--- config.mk ---
export PLATFORM = sky130hd
export DESIGN_NAME = bounded_array_list_engine_core
export DESIGN_NICKNAME = d
export VERILOG_FILES = /design/src/hw/rtl/balec_pkg.sv /design/src/hw/rtl/balec_mem.sv /design/src/hw/rtl/balec_ctrl.sv /design/src/hw/rtl/bounded_array_list_engine_core.sv
export SDC_FILE = /design/constraint.sdc
export NUM_CORES = 1
export LEC_CHECK = 0
export BUFFER_PORTS_ARGS = -buffer_cell sky130_fd_sc_hd__buf_4
export CAP_MARGIN = 20
export CORE_MARGIN = 2
export CORE_UTILIZATION = 50
export DETAILED_ROUTE_END_ITERATION = 8
export HOLD_SLACK_MARGIN = 0.05
export PLACE_DENSITY_LB_ADDON = 0.12
export SYNTH_ARGS = -nofsm -noshare
export SYNTH_HDL_FRONTEND = slang
export SYNTH_SLANG_ARGS = --single-unit
--- constraint.sdc ---
create_clock -name clock -period 14.1 [get_ports clock]
set_input_delay 2.82 -clock clock [delete_from_list [all_inputs] [get_ports clock]]
set_output_delay 2.82 -clock clock [all_outputs]
set_load 0.1 [all_outputs]
--- src/hw/rtl/balec_pkg.sv ---
// shared types and constants of the bounded array list engine
`default_nettype none

package balec_pkg;

   localparam int DATA_W           = 32;
   localparam int CMD_W            = 3;
   localparam int FIELD_CNT_W      = 5;
   localparam int DEFAULT_CAPACITY = 16;
   localparam int REQ_TDATA_W      = 32;
   localparam int REQ_TUSER_W      = 3;
   localparam int RSP_TDATA_W      = 16;

   typedef enum logic [CMD_W-1:0] {
      CMD_APPEND    = 3'd0,
      CMD_PREPEND   = 3'd1,
      CMD_SORTED    = 3'd2,
      CMD_DROP_TAIL = 3'd3,
      CMD_DROP_HEAD = 3'd4,
      CMD_DELETE    = 3'd5,
      CMD_QUERY     = 3'd6
   } cmd_type;

   // first member lands in the high bits, so fields pack from accepted upward
   typedef struct packed {
      logic [FIELD_CNT_W-1:0] count_after;
      logic [FIELD_CNT_W-1:0] removed_count;
      logic                   found;
      logic                   accepted;
   } rsp_type;

   localparam int RSP_W = $bits(rsp_type);

endpackage

`default_nettype wire

--- src/hw/rtl/balec_mem.sv ---
// entry store: one write port, one read port, registered read data
`default_nettype none

module balec_mem
   import balec_pkg::*;
#(
   parameter int DEPTH  = DEFAULT_CAPACITY,
   parameter int ADDR_W = $clog2(DEFAULT_CAPACITY)
) (
   input  wire logic              clock,
   input  wire logic              wr_en,
   input  wire logic [ADDR_W-1:0] wr_addr,
   input  wire logic [DATA_W-1:0] wr_data,
   input  wire logic              rd_en,
   input  wire logic [ADDR_W-1:0] rd_addr,
   output logic      [DATA_W-1:0] rd_data
);

   logic [DATA_W-1:0] mem_ff [DEPTH];
   logic [DATA_W-1:0] rd_data_ff;

   always_ff @(posedge clock) begin
      if (wr_en) begin
         mem_ff[wr_addr] <= wr_data;
      end
      if (rd_en) begin
         rd_data_ff <= mem_ff[rd_addr];
      end
   end

   assign rd_data = rd_data_ff;

endmodule

`default_nettype wire

--- src/hw/rtl/balec_ctrl.sv ---
// sequencer: decodes commands, walks the entry store, builds the result
`default_nettype none

module balec_ctrl
   import balec_pkg::*;
#(
   parameter int CAPACITY = DEFAULT_CAPACITY,
   parameter int ADDR_W   = $clog2(DEFAULT_CAPACITY),
   parameter int CNT_W    = $clog2(DEFAULT_CAPACITY + 1)
) (
   input  wire logic              clock,
   input  wire logic              reset,
   input  wire logic              req_valid,
   output logic                   req_ready,
   input  wire logic [CMD_W-1:0]  req_cmd,
   input  wire logic [DATA_W-1:0] req_value,
   output logic                   res_valid,
   input  wire logic              res_ready,
   output rsp_type                res_data,
   output logic                   mem_wr_en,
   output logic      [ADDR_W-1:0] mem_wr_addr,
   output logic      [DATA_W-1:0] mem_wr_data,
   output logic                   mem_rd_en,
   output logic      [ADDR_W-1:0] mem_rd_addr,
   input  wire logic [DATA_W-1:0] mem_rd_data
);

   localparam logic [CNT_W-1:0] CAP_CNT = CNT_W'(CAPACITY);
   localparam logic [CNT_W-1:0] ONE_CNT = CNT_W'(1);

   typedef enum logic [1:0] {
      ST_IDLE,
      ST_SHIFT,
      ST_SCAN,
      ST_FINISH
   } state_type;

   state_type         state_ff, state_in;
   logic [CNT_W-1:0]  cnt_ff, cnt_in;
   logic [CMD_W-1:0]  cmd_ff, cmd_in;
   logic [DATA_W-1:0] val_ff, val_in;
   logic [ADDR_W-1:0] dst_ff, dst_in;
   logic [ADDR_W-1:0] src_ff, src_in;
   logic [CNT_W-1:0]  wr_ptr_ff, wr_ptr_in;
   logic [CNT_W-1:0]  rem_ff, rem_in;
   logic              found_ff, found_in;
   logic              pend_ff, pend_in;
   rsp_type           res_ff, res_in;

   function automatic logic [FIELD_CNT_W-1:0] fold(input logic [CNT_W-1:0] x);
      logic [CNT_W+FIELD_CNT_W-1:0] ext;
      ext = {{FIELD_CNT_W{1'b0}}, x};
      return ext[FIELD_CNT_W-1:0];
   endfunction

   function automatic rsp_type make_rsp(input logic acc, input logic fnd,
                                        input logic [CNT_W-1:0] rem,
                                        input logic [CNT_W-1:0] cnt);
      rsp_type r;
      r.accepted      = acc;
      r.found         = fnd;
      r.removed_count = fold(rem);
      r.count_after   = fold(cnt);
      return r;
   endfunction

   always_comb begin
      logic             move;
      logic             match;
      logic             found_nxt;
      logic [CNT_W-1:0] rem_nxt;
      logic [CNT_W-1:0] wr_nxt;
      logic [CNT_W-1:0] src_nxt;
      logic [CNT_W-1:0] cnt_dec;

      state_in  = state_ff;
      cnt_in    = cnt_ff;
      cmd_in    = cmd_ff;
      val_in    = val_ff;
      dst_in    = dst_ff;
      src_in    = src_ff;
      wr_ptr_in = wr_ptr_ff;
      rem_in    = rem_ff;
      found_in  = found_ff;
      pend_in   = pend_ff;
      res_in    = res_ff;

      mem_wr_en   = 1'b0;
      mem_wr_addr = '0;
      mem_wr_data = val_ff;
      mem_rd_en   = 1'b0;
      mem_rd_addr = '0;

      move      = 1'b0;
      match     = 1'b0;
      found_nxt = found_ff;
      rem_nxt   = rem_ff;
      wr_nxt    = wr_ptr_ff;
      src_nxt   = CNT_W'(src_ff) + ONE_CNT;
      cnt_dec   = cnt_ff - ONE_CNT;

      unique case (state_ff)
         ST_IDLE: begin
            if (req_valid) begin
               cmd_in    = req_cmd;
               val_in    = req_value;
               rem_in    = '0;
               found_in  = 1'b0;
               wr_ptr_in = '0;
               src_in    = '0;
               state_in  = ST_FINISH;
               res_in    = make_rsp(1'b0, 1'b0, '0, cnt_ff);
               case (req_cmd)
                  CMD_APPEND: begin
                     if (cnt_ff < CAP_CNT) begin
                        mem_wr_en   = 1'b1;
                        mem_wr_addr = cnt_ff[ADDR_W-1:0];
                        mem_wr_data = req_value;
                        cnt_in      = cnt_ff + ONE_CNT;
                        res_in      = make_rsp(1'b1, 1'b0, '0, cnt_ff + ONE_CNT);
                     end
                  end
                  CMD_PREPEND, CMD_SORTED: begin
                     if (cnt_ff < CAP_CNT) begin
                        dst_in   = cnt_ff[ADDR_W-1:0];
                        state_in = ST_SHIFT;
                        if (cnt_ff != '0) begin
                           mem_rd_en   = 1'b1;
                           mem_rd_addr = cnt_dec[ADDR_W-1:0];
                           pend_in     = 1'b1;
                        end else begin
                           pend_in = 1'b0;
                        end
                     end
                  end
                  CMD_DROP_TAIL: begin
                     if (cnt_ff != '0) begin
                        cnt_in = cnt_dec;
                        res_in = make_rsp(1'b1, 1'b0, ONE_CNT, cnt_dec);
                     end
                  end
                  CMD_DROP_HEAD, CMD_DELETE, CMD_QUERY: begin
                     if (cnt_ff != '0) begin
                        mem_rd_en   = 1'b1;
                        mem_rd_addr = '0;
                        pend_in     = 1'b1;
                        state_in    = ST_SCAN;
                     end else if (req_cmd == CMD_QUERY) begin
                        res_in = make_rsp(1'b1, 1'b0, '0, cnt_ff);
                     end
                  end
                  default: begin
                  end
               endcase
            end
         end

         ST_SHIFT: begin
            if (!pend_ff) begin
               mem_wr_en   = 1'b1;
               mem_wr_addr = '0;
               mem_wr_data = val_ff;
               cnt_in      = cnt_ff + ONE_CNT;
               res_in      = make_rsp(1'b1, 1'b0, '0, cnt_ff + ONE_CNT);
               state_in    = ST_FINISH;
            end else begin
               move = (cmd_ff == CMD_PREPEND) ||
                      ($signed(mem_rd_data) > $signed(val_ff));
               mem_wr_en   = 1'b1;
               mem_wr_addr = dst_ff;
               if (move) begin
                  mem_wr_data = mem_rd_data;
                  dst_in      = dst_ff - ADDR_W'(1);
                  if (dst_ff != ADDR_W'(1)) begin
                     mem_rd_en   = 1'b1;
                     mem_rd_addr = dst_ff - ADDR_W'(2);
                     pend_in     = 1'b1;
                  end else begin
                     pend_in = 1'b0;
                  end
               end else begin
                  mem_wr_data = val_ff;
                  pend_in     = 1'b0;
                  cnt_in      = cnt_ff + ONE_CNT;
                  res_in      = make_rsp(1'b1, 1'b0, '0, cnt_ff + ONE_CNT);
                  state_in    = ST_FINISH;
               end
            end
         end

         ST_SCAN: begin
            if (cmd_ff == CMD_DROP_HEAD) begin
               match = (src_ff == '0);
            end else begin
               match = (mem_rd_data == val_ff);
            end
            if (cmd_ff == CMD_QUERY) begin
               found_nxt = found_ff | match;
            end else if (match) begin
               rem_nxt = rem_ff + ONE_CNT;
            end else begin
               mem_wr_en   = 1'b1;
               mem_wr_addr = wr_ptr_ff[ADDR_W-1:0];
               mem_wr_data = mem_rd_data;
               wr_nxt      = wr_ptr_ff + ONE_CNT;
            end
            found_in  = found_nxt;
            rem_in    = rem_nxt;
            wr_ptr_in = wr_nxt;
            if (src_nxt < cnt_ff) begin
               mem_rd_en   = 1'b1;
               mem_rd_addr = src_nxt[ADDR_W-1:0];
               src_in      = src_nxt[ADDR_W-1:0];
            end else begin
               pend_in  = 1'b0;
               state_in = ST_FINISH;
               if (cmd_ff == CMD_QUERY) begin
                  res_in = make_rsp(1'b1, found_nxt, '0, cnt_ff);
               end else begin
                  cnt_in = wr_nxt;
                  res_in = make_rsp(rem_nxt != '0, 1'b0, rem_nxt, wr_nxt);
               end
            end
         end

         ST_FINISH: begin
            if (res_ready) begin
               state_in = ST_IDLE;
            end
         end

         default: begin
            state_in = ST_IDLE;
         end
      endcase
   end

   always_ff @(posedge clock) begin
      if (reset) begin
         state_ff <= ST_IDLE;
         cnt_ff   <= '0;
         pend_ff  <= 1'b0;
      end else begin
         state_ff <= state_in;
         cnt_ff   <= cnt_in;
         pend_ff  <= pend_in;
      end
      cmd_ff    <= cmd_in;
      val_ff    <= val_in;
      dst_ff    <= dst_in;
      src_ff    <= src_in;
      wr_ptr_ff <= wr_ptr_in;
      rem_ff    <= rem_in;
      found_ff  <= found_in;
      res_ff    <= res_in;
   end

   assign req_ready = (state_ff == ST_IDLE);
   assign res_valid = (state_ff == ST_FINISH);
   assign res_data  = res_ff;

endmodule

`default_nettype wire

--- src/hw/rtl/bounded_array_list_engine_core.sv ---
// Bounded array list engine: a packed list of signed 32-bit entries with a count.
//
// Input channel req_*: one transfer carries a command in req_tuser and a value in
// req_tdata. Commands append, prepend, insert in ascending order, drop the tail,
// drop the head, delete all entries equal to the value, or test membership.
// Result channel rsp_*: exactly one transfer per command, in command order,
// carrying accepted, found, removed_count and count_after.
// Append, drop tail and unused codes finish without walking the entry store;
// prepend and sorted insert move entries up one at a time, and drop head, delete
// and query walk all entries held. The block takes the next command in the cycle
// after the previous result enters the output register. The pace is set by the
// single read port and the single write port of the entry store, which moves one
// entry per cycle.
// The output register holds one result; while the receiver stalls it the
// sequencer can finish one more command and then waits with req_tready low.
// Reset empties the list and drops any pending result; the entry store itself
// needs no clearing since only positions below the count are ever read.
`default_nettype none

module bounded_array_list_engine_core
   import balec_pkg::*;
#(
   parameter int CAPACITY = DEFAULT_CAPACITY
) (
   input  wire logic                   clock,
   input  wire logic                   reset,
   input  wire logic                   req_tvalid,
   output logic                        req_tready,
   input  wire logic [REQ_TDATA_W-1:0] req_tdata,  // value
   input  wire logic [REQ_TUSER_W-1:0] req_tuser,  // command
   output logic                        rsp_tvalid,
   input  wire logic                   rsp_tready,
   output logic      [RSP_TDATA_W-1:0] rsp_tdata   // accepted, found, removed_count, count_after
);

   localparam int ADDR_W = $clog2(CAPACITY);
   localparam int CNT_W  = $clog2(CAPACITY + 1);

   logic              res_valid;
   logic              slot_free;
   rsp_type           res_data;
   logic              mem_wr_en;
   logic [ADDR_W-1:0] mem_wr_addr;
   logic [DATA_W-1:0] mem_wr_data;
   logic              mem_rd_en;
   logic [ADDR_W-1:0] mem_rd_addr;
   logic [DATA_W-1:0] mem_rd_data;

   logic    rsp_valid_ff, rsp_valid_in;
   rsp_type rsp_data_ff, rsp_data_in;

   balec_ctrl #(
      .CAPACITY (CAPACITY),
      .ADDR_W   (ADDR_W),
      .CNT_W    (CNT_W)
   ) u_ctrl (
      .clock       (clock),
      .reset       (reset),
      .req_valid   (req_tvalid),
      .req_ready   (req_tready),
      .req_cmd     (req_tuser),
      .req_value   (req_tdata),
      .res_valid   (res_valid),
      .res_ready   (slot_free),
      .res_data    (res_data),
      .mem_wr_en   (mem_wr_en),
      .mem_wr_addr (mem_wr_addr),
      .mem_wr_data (mem_wr_data),
      .mem_rd_en   (mem_rd_en),
      .mem_rd_addr (mem_rd_addr),
      .mem_rd_data (mem_rd_data)
   );

   balec_mem #(
      .DEPTH  (CAPACITY),
      .ADDR_W (ADDR_W)
   ) u_mem (
      .clock   (clock),
      .wr_en   (mem_wr_en),
      .wr_addr (mem_wr_addr),
      .wr_data (mem_wr_data),
      .rd_en   (mem_rd_en),
      .rd_addr (mem_rd_addr),
      .rd_data (mem_rd_data)
   );

   // output register
   assign slot_free = !rsp_valid_ff || rsp_tready;

   always_comb begin
      rsp_valid_in = rsp_valid_ff;
      rsp_data_in  = rsp_data_ff;
      if (slot_free) begin
         rsp_valid_in = res_valid;
         if (res_valid) begin
            rsp_data_in = res_data;
         end
      end
   end

   always_ff @(posedge clock) begin
      if (reset) begin
         rsp_valid_ff <= 1'b0;
      end else begin
         rsp_valid_ff <= rsp_valid_in;
      end
      rsp_data_ff <= rsp_data_in;
   end

   assign rsp_tvalid = rsp_valid_ff;
   assign rsp_tdata  = {{(RSP_TDATA_W - RSP_W){1'b0}}, rsp_data_ff};

endmodule

`default_nettype wire

# Word-level counts from Yosys, hierarchy flattened
# Memory sizes are Yosys's and may differ from the RTL's. A register that Yosys moved wholly into a read port is not among the register bits.
# Cells that the tools add are included.
# classes
addsub,7
multipliers,0
n_div,0
n_lt_le_gt_ge,3
eq_ne,30
shifts,0
n_mux,98
bitwise,1
n_reduce_logical,22
# op_table
op,count
2-to-1 mux 32 bit,7
one-hot mux 32 bit (3 select lines),1
2-to-1 mux 12 bit,7
2-to-1 mux 4 bit,21
one-hot mux 12 bit (3 select lines),2
2-to-1 mux 5 bit,13
equality test 32 bit,1
greater-than comparator 32 bit,1
one-hot mux 5 bit (2 select lines),3
2-to-1 mux 1 bit,25
one-hot mux 4 bit (3 select lines),2
one-hot mux 4 bit (2 select lines),2
"adder 5 x 1 -> 5 bit, second input constant",3
"equality test 3 bit, second input constant",5
one-hot mux 5 bit (3 select lines),1
2-to-1 mux 2 bit,6
"inequality test 2 x 1 -> 1 bit, second input constant",6
"inequality test 3 x 2 -> 1 bit, second input constant",4
AND reduction 6 bit,2
nonzero test 5 bit,2
one-hot mux 1 bit (3 select lines),3
one-hot mux 2 bit (4 select lines),1
AND reduction 4 bit,2
AND reduction 8 bit,1
other kinds (28),40
# word_totals
ff_bits,87
latchBits,0
ramBits,512
mem_bits_ro,0
input_bits,39
wordCells,181
memories,1
# mem_list
memory,words,width,read_ports,rd_clocked_by_memory_dff,wr,line_no,rtl
u_mem.mem_ff,16,32,1,1,1,balec_mem.sv:19,logic [DATA_W-1:0] mem_ff [DEPTH];

# Longest topological paths before layout
# depth
word_depth,10
mapped_depth,18

# By module
# A second synthesis with hierarchy kept.
# hier_totals
hier_cells,1555
hier_area_um2,26685.6
# by_module_without_submodules
module,instances,cells_each,area_per_inst_um2,seq_area_each_um2
balec_mem,1,838,20155.6,16335.7
balec_ctrl,1,695,6080.8,2142.1
bounded_array_list_engine_core,1,22,449.2,380.4

# Worst setup path before layout
# No wires, ideal clock.
# synth_timing
path_type,input to register
startpoint,input port req_tuser[2]
endpoint,memory u_mem.mem_ff[0][0] (enable)
setup_ps,501
t_arrival_ps,7070
setup_slack_ps,6528
stages,7
path_buffers,1
path_cell_list,clkbuf_1 nor2_1 nand2_1 nor2_1 a222oi_1 a21oi_1 nor4_1
# synth_via
elab_chain_len,6
elab_cells_between_ends,9
classes_between,mux (8); reduce/logical (1)
# synth_rtl
element,line_no,rtl
"start, declared",bounded_array_list_engine_core.sv:30,"input wire logic [REQ_TUSER_W-1:0] req_tuser,"
zero test 3 bit *,n/a,
2-to-1 mux 1 bit,balec_ctrl.sv:113,case (req_cmd)
2-to-1 mux 1 bit,balec_ctrl.sv:104,if (req_valid) begin
one-hot mux 1 bit (3 select lines),balec_ctrl.sv:102,unique case (state_ff)
2-to-1 mux 1 bit,balec_mem.sv:23,if (wr_en) begin
2-to-1 mux 1 bit (implied by the code),balec_mem.sv:24,mem_ff[wr_addr] <= wr_data;
"end, declared",balec_mem.sv:19,
# Every way passes the cells marked *; elsewhere a longest branch is shown, timed or not.

# Worst setup path after layout
# layout_timing
startpoint,input port req_tvalid
endpoint,"register u_mem.rd_data_ff[17] (netlist: u_mem.rd_data[17]) (read register of u_mem.mem_ff), data pin"
# layout_via
elab_chain_len,2
elab_cells_between_ends,4
classes_between,mux (4)
# layout_rtl
element,line_no,rtl
"start, declared",bounded_array_list_engine_core.sv:27,"input wire logic req_tvalid,"
2-to-1 mux 4 bit / 2-to-1 mux 1 bit (equally long branches),balec_ctrl.sv:104,
one-hot mux 4 bit (3 select lines) / one-hot mux 1 bit (3 select lines) (equally long branches),balec_ctrl.sv:102,
"end, declared",balec_mem.sv:20,logic [DATA_W-1:0] rd_data_ff;
# Several ways; a longest one is shown, not always the timed one.
# A chain may end at the register's enable or synchronous reset.

==> flow_summary_export.csv <==
group,metric,value,unit
run_status,status,"finished, final reports clean",
cells_and_area,syn_to_final_growth,13.3,%
critical_path,critPathMaxFanout,64,
sta,setup_viol,0,
sta,fin_crit_sh,50.1,%
critical_path,crit_type,"in -> reg",
sta,rsz0062_at_grt,"false",
cts,cts_inserted_buffers,67,
cts,cts.sinks,631,
synthesis,synthTopCellsByArea,"edfxtp_1 71%, mux4_2 8.9%, a22oi_1 2.6%, ha_1 2.6%, nand2_1 1.9%",
worst_hold_path,hold_start,"u_ctrl.res_data[11]$_DFFE_PP_",
cts,clk_pin_slew,0.06,ns
drt,vias,14900,
synthesis,synth_common_cells,"622 x edfxtp_1, 134 x nand2_1, 104 x mux4_2",
synthesis,yosys.area.top_type,"edfxtp_1",
sta,tns,0,ns
synthesis,synth_cell_type_count,70,
synthesis,syn_inst,1589,
die,row_count,84,
sta,period_needed,7.06,ns
drt,drt-initial-drc-count,1465,
sta,slew_headroom,25.1,%
critical_path,worst_setup_path_end_kind,"flip-flop",
cts,cts_tree,"built",
cells_and_area,n_antenna_cell,0,
drt,routed_wl,66.1,mm
drt,drc,0,
drt,first_pass_iters,7,
critical_path,reg2reg_from,"u_ctrl.state_ff[0]$_SDFFE_PP0P_",
critical_path,reg2regPathDepth,13,
cells_and_area,nFillCells,3995,
grt,grt_pass1_vias,15000,
pwr,p_leak,10.2,nW
place,place.gp.congestion,0.894,
die,pin_count,57,
grt,globalRouteTotalUtil,24.7,%
critical_path,critPathArrivalTime,7.42,ns
synthesis,synth_area,0.0264,mm^2
cts,holdBufCountCts,0,
synthesis,yosys.area.top_type_share,70.6,%
sta,hold_violations,0,
drt,ant_nets,0,
die,fp.dieArea,0.0547,mm^2
drt,vias_per_cell,6.14,
synthesis,synth_warnings,0,
pwr,power_density,225,mW/mm^2
die,core,0.0524,mm^2
cts,postCtsSetupRepairBufs,0,
cells_and_area,final_cell_area,0.0299,mm^2
cells_and_area,final_layout_size_suffix_gt1_share,20.1,%
place,portBuffers,52,
cts,post_cts_resize_count,0,
synthesis,postSynthAreaPerCell,16.6,um^2
die,start_util,50.4,%
cts,htreeDepth,3,
place,placed_area,0.0280,mm^2
cts,clk_path_buf_depth,3,
synthesis,synth_xor_area_share,0.696,%
cells_and_area,final_core_util,57.1,%
synthesis,synth-edff-count,622,
worst_hold_path,hold_class,"reg -> reg",
place,dpl.hpwl,35.1,mm
synthesis,synth_seq_area_share,71.3,%
drt,routedWlPerCell,27.2,um
synthesis,yosysMostFrequentCell,"edfxtp_1",
critical_path,startpoint_type,"input pin",
die,die_y,234,um
synthesis,synth_seq_cells,631,
sta,slew_violations,0,
critical_path,timing.rr.end,"u_mem.rd_data[17]$_DFFE_PP_",
die,die_x,234,um
sta,fmax,142,MHz
pwr,totalPowerFinal,6.74,mW
grt,grt_pass1_wl,96.7,mm
cells_and_area,finalNetCount,1792,
grt,grt.overflow.total,0,
run,cap_violations,0,
cts,clock_latency,0.60,ns
synthesis,synthFlopType,"edfxtp_1",
grt,antenna_found_initial,0,
sta,skew,0.0180,ns
synthesis,synth_top_family_by_area,"multiplexers",
pwr,vdd_ir_drop_max,0.174,mV
critical_path,worstPathRequired,14.45,ns
synthesis,yosys.area_share.simple,4.94,%
cells_and_area,multiInputGateArea,0.00707,mm^2
grt,grt_max_degree,128,
sta,worst_slew_pin_slew,1.12,ns
synthesis,synth_compound_area_share,7.36,%
synthesis,async_reset_ff_share,0,%
worst_hold_path,hold_end,"rsp_tdata[11]$_DFFE_PP_",
cells_and_area,regArea,0.0189,mm^2
worst_hold_path,worstHoldPathCells,0,
critical_path,r2r_slack,8.36,ns
synthesis,synth-adder-area-share,2.60,%
synthesis,yosys-mux-area-fraction,10.3,%
cts,cts-root-buf,"clkbuf_16",
## worst max-delay path by stage
stage / from / to / slack, ns / cells after the start
floorplan: req_tuser[2] / u_mem.mem_ff[0][0]$_DFFE_PP_ / 6.53 / 7
finish: req_tvalid / u_mem.rd_data[17]$_DFFE_PP_ / 7.04 / 12
global placement: req_tvalid / u_mem.rd_data[28]$_DFFE_PP_ / 6.56 / 12
global route: req_tvalid / u_mem.rd_data[28]$_DFFE_PP_ / 6.75 / 12
CTS: req_tvalid / u_mem.rd_data[28]$_DFFE_PP_ / 7.07 / 12
detailed placement: req_tvalid / u_mem.rd_data[28]$_DFFE_PP_ / 6.44 / 12
## kinds of logic after synthesis
group | Yosys count
other | 1
buffers and inverters | 163
adder cells (fa/ha/maj) | 55
multiplexers | 141
XOR/XNOR | 21
AO/OA/AOI/OAI | 279
flip-flops | 631
AND/OR/NAND/NOR | 298
## metal layers
layer / vias up / wire (um) / GRT usage (%) / share of wire, %
met1: 7723 / 27100 / 32.6 / 41
met5: - / 0 / 0 / 0
li1: 6502 / - / - / -
met3: 131 / 4100 / 3.92 / 6.2
met2: 569 / 32800 / 41.7 / 50
met4: 0 / 2060 / 9.24 / 3.1
## metrics by stage
step	std cells	hold slack, ns	setup slack (ns)
after CTS	2429	0.418	7.07
after global placement	2316	0.403	6.56
after floorplan	1592	0.400	6.53
final	2430	0.417	7.04
after detailed placement	2316	0.405	6.44
after global routing	2430	0.428	6.75
## layout by cell type, fill, tap and decap left out, types with 9 or more instances in the layout
master and n:
clkbuf_1 16, nand2_1 134, nor2_1 60, xnor2_1 13, a22oi_1 93, edfxtp_1 622, o22ai_1 12, ha_1 54
o21ai_0 50, a21oi_1 38, o221ai_1 17, clkbuf_16 69, inv_1 80, mux4_2 104, nand4_1 12, buf_4 118
nand3_1 20, nor2_4 17, nor3_1 15, clkinv_1 13, dfxtp_1 9, mux2i_1 32
## critical path, stage by stage
cell      delay [ns]
buf_4           0.11
nand2_1         0.15
inv_2           0.81
nand4_1         0.35
o31ai_1         0.41
a211oi_1        0.15
a21oi_4         0.16
buf_4           0.82
buf_4           0.86
mux4_2          0.41
a22oi_1         0.21
nand2_1         0.07
## power by group
group | total [mW] | internal [mW] | switching [mW]
clock network | 1.60 | 0.897 | 0.702
logic | 2.31 | 0.843 | 1.47
registers | 2.83 | 2.71 | 0.120
## flip-flops by register name, summed over array words and instances, names as in the netlist, 2 cells and up
name and count:
u_ctrl.cnt_ff 5, u_mem.mem_ff 512, u_ctrl.dst_ff 4, rsp_tdata 12, u_ctrl.cmd_ff 3, u_ctrl.val_ff 32
u_ctrl.state_ff 2, u_ctrl.res_data 12, u_ctrl.src_ff 4, u_ctrl.wr_ptr_ff 5, u_ctrl.rem_ff 5, u_mem.rd_data 32
## layout make-up
cell class	count	area share, %
Clock inverter	28	0.560
Timing Repair Buffer	119	3.02
Inverter	81	1.02
Clock buffer	85	5.97
Sequential cell	631	63.0
Tap cell	688	2.87
Multi-Input combinational cell	798	23.6
No activity file was read; power rests on OpenSTA's default activity.
